<file path="src/hw/rtl/scc_ram.sv">
`default_nettype none
module scc_ram #(
   parameter int Width = 8,
   parameter int Depth = 16
) (
   input  wire                     clock,
   input  wire                     wr_en,
   input  wire [$clog2(Depth)-1:0] wr_addr,
   input  wire [Width-1:0]         wr_data,
   input  wire [$clog2(Depth)-1:0] rd_addr,
   output logic [Width-1:0]        rd_data
);
   logic [Width-1:0] mem [Depth];

   // One write port, one registered read port.
   always_ff @(posedge clock) begin
      if (wr_en) begin
         mem[wr_addr] <= wr_data;
      end
      rd_data <= mem[rd_addr];
   end
endmodule
`default_nettype wire

</file>
<file path="config.mk">
export PLATFORM = sky130hd
export DESIGN_NAME = scc_ram
export DESIGN_NICKNAME = d
export VERILOG_FILES = /design/src/hw/rtl/scc_ram.sv
export SDC_FILE = /design/constraint.sdc
export NUM_CORES = 1
export LEC_CHECK = 0
export ABC_AREA = 1
export CORE_ASPECT_RATIO = 1.1
export CORE_MARGIN = 3
export CORE_UTILIZATION = 45
export DETAILED_ROUTE_END_ITERATION = 10
export DONT_BUFFER_PORTS = 1
export PLACE_DENSITY_LB_ADDON = 0.12
export SLEW_MARGIN = 20
export SYNTH_ARGS = -nofsm -noshare
export SYNTH_HDL_FRONTEND = slang
export SYNTH_SLANG_ARGS = --single-unit
</file>
<file path="constraint.sdc">
create_clock -name clock -period 3.1 [get_ports clock]
set_clock_uncertainty 0.05 [all_clocks]
set_input_delay 0.62 -clock clock [delete_from_list [all_inputs] [get_ports clock]]
set_output_delay 0.62 -clock clock [all_outputs]
set_load 0.05 [all_outputs]
</file>
Yosys cells after proc, flatten, opt, wreduce, memory -nomap -nowiden --
Memory sizes are Yosys's and may differ from the RTL's. A register that Yosys moved wholly into a read port is not among the register bits. Cells that the tools add are included.
Word-level totals: register bits after elaboration 0, logic and storage cells 3, input port bits 18, bits in latches 0, output and inout bits 8, memory bits (writable) 128, memories kept 1, ROM bits 0
Memories:
- mem | words 16, width 8, read ports 1, clocked after memory_dff 1, wr ports 1, line 13 | logic [Width-1:0] mem [Depth];
Operators by class: equal/unequal tests 0, bitwise operators 0, $mul 0, $lt $le $gt $ge 0, divide/modulo/power cells 0, add/subtract/negate cells 0, mux-type cells 2, shifts and indexed selects 0, reduce and logical (&&, ||, !) cells 0
Operators with widths (count):
- $mux 1 | 2

Depth between registers and ports, before layout --
word-level depth 2, depth in mapped cells 8, depth with buffers taken out 7

Least setup slack after synthesis --
No wires, ideal clock.
path kind input port to flip-flop, from in wr_addr[2], to mem mem[10][0] (enable), buffers on the path 0, slack 1.479 ns, data arrival time 1.201 ns, setup time 0.370 ns, stages on the path 2, required time 2.680 ns, cell sequence nand3b_1 nor2_1
RTL lines:
- from (decl) | line 8 | input wire [$clog2(Depth)-1:0] wr_addr,
- to (decl) | line 13
Straight into the memory's write port.

Final worst setup path --
from reg rd_data[7], read port of mem, to out rd_data[7]
RTL lines:
- from (decl) | line 11 | output logic [Width-1:0] rd_data
No word-level cell between the ends.

==> reports/results.tsv <==
metric	value	unit
status	finished clean	
post-synthesis cell area	0.00577	mm^2
Pins Over Slew Limit	0	
launch point of the worst hold path	wr_data[4]	
total CTS buffers	17	
wire per inst	18.0	um
non-filler cells, final	716	
CTS sink cnt	136	
Clock transition at path regs	50	ps
initial core utilization	46.9	%
nets	567	
Via Count	3651	
Pwr Density	661	mW/mm^2
RR Endpoint	rd_data[1]	
CP Capture Type	primary output	
Final Power	0.00422	W
HPWL Detailed	7.79	mm
Die Ht	125	um
R2R cell count	6	
Min-Delay Path Depth	0	
number of max-cap violations	0	
worst-skew pair later-pin latency	410	ps
I/O Pins	26	
Tightest Hold Check Type	in2reg	
Syn Inst Count	551	
Max-Slew Margin vs Limit	41.9	%
Leak	2.71	nW
Mean Syn Cell Area	10.5	um^2
cts hold-fix bufs	0	
CTS tree	done	
die area	0.0142	mm^2
Antenna diodes	0	
DIE WIDTH	114	um
final hold slack	249	ps
RSZ-0062 raised after global routing	no	
DRT Pass-1 Iters	4	
GRT overflow	0	
min Tclk post-route	1760	ps
YS warnings	0	
initial drt markers	235	
core footprint	0.0123	mm^2
R2R setup slack	2010	ps
WP data arrival	1090	ps
routed vias/inst	5.10	
syn_nets	569	
ANT nets after route	0	
Clock Tree Root	clkbuf_16	
Clock Path Buffers	2	
CP Launch Type	flip-flop	
post-route setup TNS	0	ps
global-route wire length before repair	20.3	mm
total global-route track usage	19.4	%
setup violators final	0	
final hold viol count	0	
CP required	2430	ps
Tcrit/Tclk final	56.8	%
Layout area overhead	10.7	%
H-Tree Depth	4	
f_max	0.568	GHz
Hold EP	mem[15][4]	
row count	42	
number of global-route vias before repair	3526	
post-synth cell types	12	
r2r startpoint	mem[8][1]	
Buffers on Ports	0	
postcts setup bufs	0	
Final Cell Area	0.00638	mm^2
Post-CTS Resized	0	
final WL	12.9	mm
post-synthesis sequential area ratio	69.4	%
VDD IR max	379	uV
critical path class	reg2out	
Routability Congestion	0.759	
DP Cell Count	684	
measured slew at the worst slew-check pin	868	ps
layout cell share with drive strength beyond 1	5.34	%
DP Area	0.00582	mm^2
FF+latch count, synth	136	
crit-path max FO	1	
drt drc	0	
largest net degree at the start of global routing	66	
initial antenna violation count	0	
==> how the worst max path moves through the flow <==
stage / start / to / slack, ps / cells after the start
finish: rd_data[7] / rd_data[7] / 1340 / 0
global route: rd_data[7] / rd_data[7] / 1310 / 0
CTS: rd_data[4] / rd_data[4] / 1320 / 0
detailed placement: wr_en / mem[14][6] / 1120 / 2
global placement: wr_addr[0] / mem[14][0] / 1120 / 3
floorplan: wr_addr[2] / mem[10][0] / 1480 / 2
==> where the power goes <==
part	switching [W]	internal (W)	leakage [nW]	total (W)
clock	0.000708	0.00124	0.277	0.00195
sequential	0.0000566	0.00206	1.22	0.00211
combinational	0.000106	0.0000506	1.21	0.000156
total	0.000870	0.00335	2.71	0.00422
==> final cells by class <==
cell class,count,area [um^2]
fill,1107,5910
clock buffer,20,437
tap,154,193
clock inverter,12,133
multi-input combinational,289,1210
timing repair buffer,3,22.5
inverter,102,383
sequential,136,4000
==> cell usage in the layout (no fill, tap or decap), drive strengths merged <==
cell type  Yosys  routed
inv          102     102
edfxtp       128     128
clkinv         0       8
bufinv         0       3
nor2          17      17
dfxtp          8       8
clkbuf         0      20
nand2        173     173
buf           24       3
clkinvlp       0       1
nand3b         2       2
nand3         97      97
==> metal layers <==
| metal | track usage [%] | wire, um | up-vias |
|---|---|---|---|
| li1 | - | - | 1769 |
| met1 | 28.2 | 5910 | 1729 |
| met2 | 28.2 | 5850 | 138 |
| met3 | 5.15 | 969 | 15 |
| met4 | 6.50 | 174 | 0 |
| met5 | 0 | 0 | - |
==> synthesized netlist by cell type <==
master    instances  area share, %
nor2_1           17            1.1
inv_1           100            6.5
buf_1             1          0.065
buf_4             4           0.52
nand3_1          97            8.4
dfxtp_1           8            2.8
buf_6             6            1.2
nand2_1         173             11
edfxtp_1        128             67
inv_2             2           0.13
nand3b_1          2           0.26
buf_2            13            1.1
==> logic make-up after synthesis <==
logic type,count (synthesis),synth area share (%)
flops,136,69.4
simple gates,289,21.0
buf+inv,126,9.52
==> flip-flops by register name, summed over array words and instances, names as in the netlist <==
name / count
mem: 128
rd_data: 8
==> stage by stage <==
step                util [%]  worst slack (ps)
global placement        47.3              1120
finish                  51.9              1340
floorplan                  -              1480
detailed placement      47.3              1120
global route            51.9              1310
CTS                     51.9              1320
Note: power is estimated with default switching activity, not from simulation.
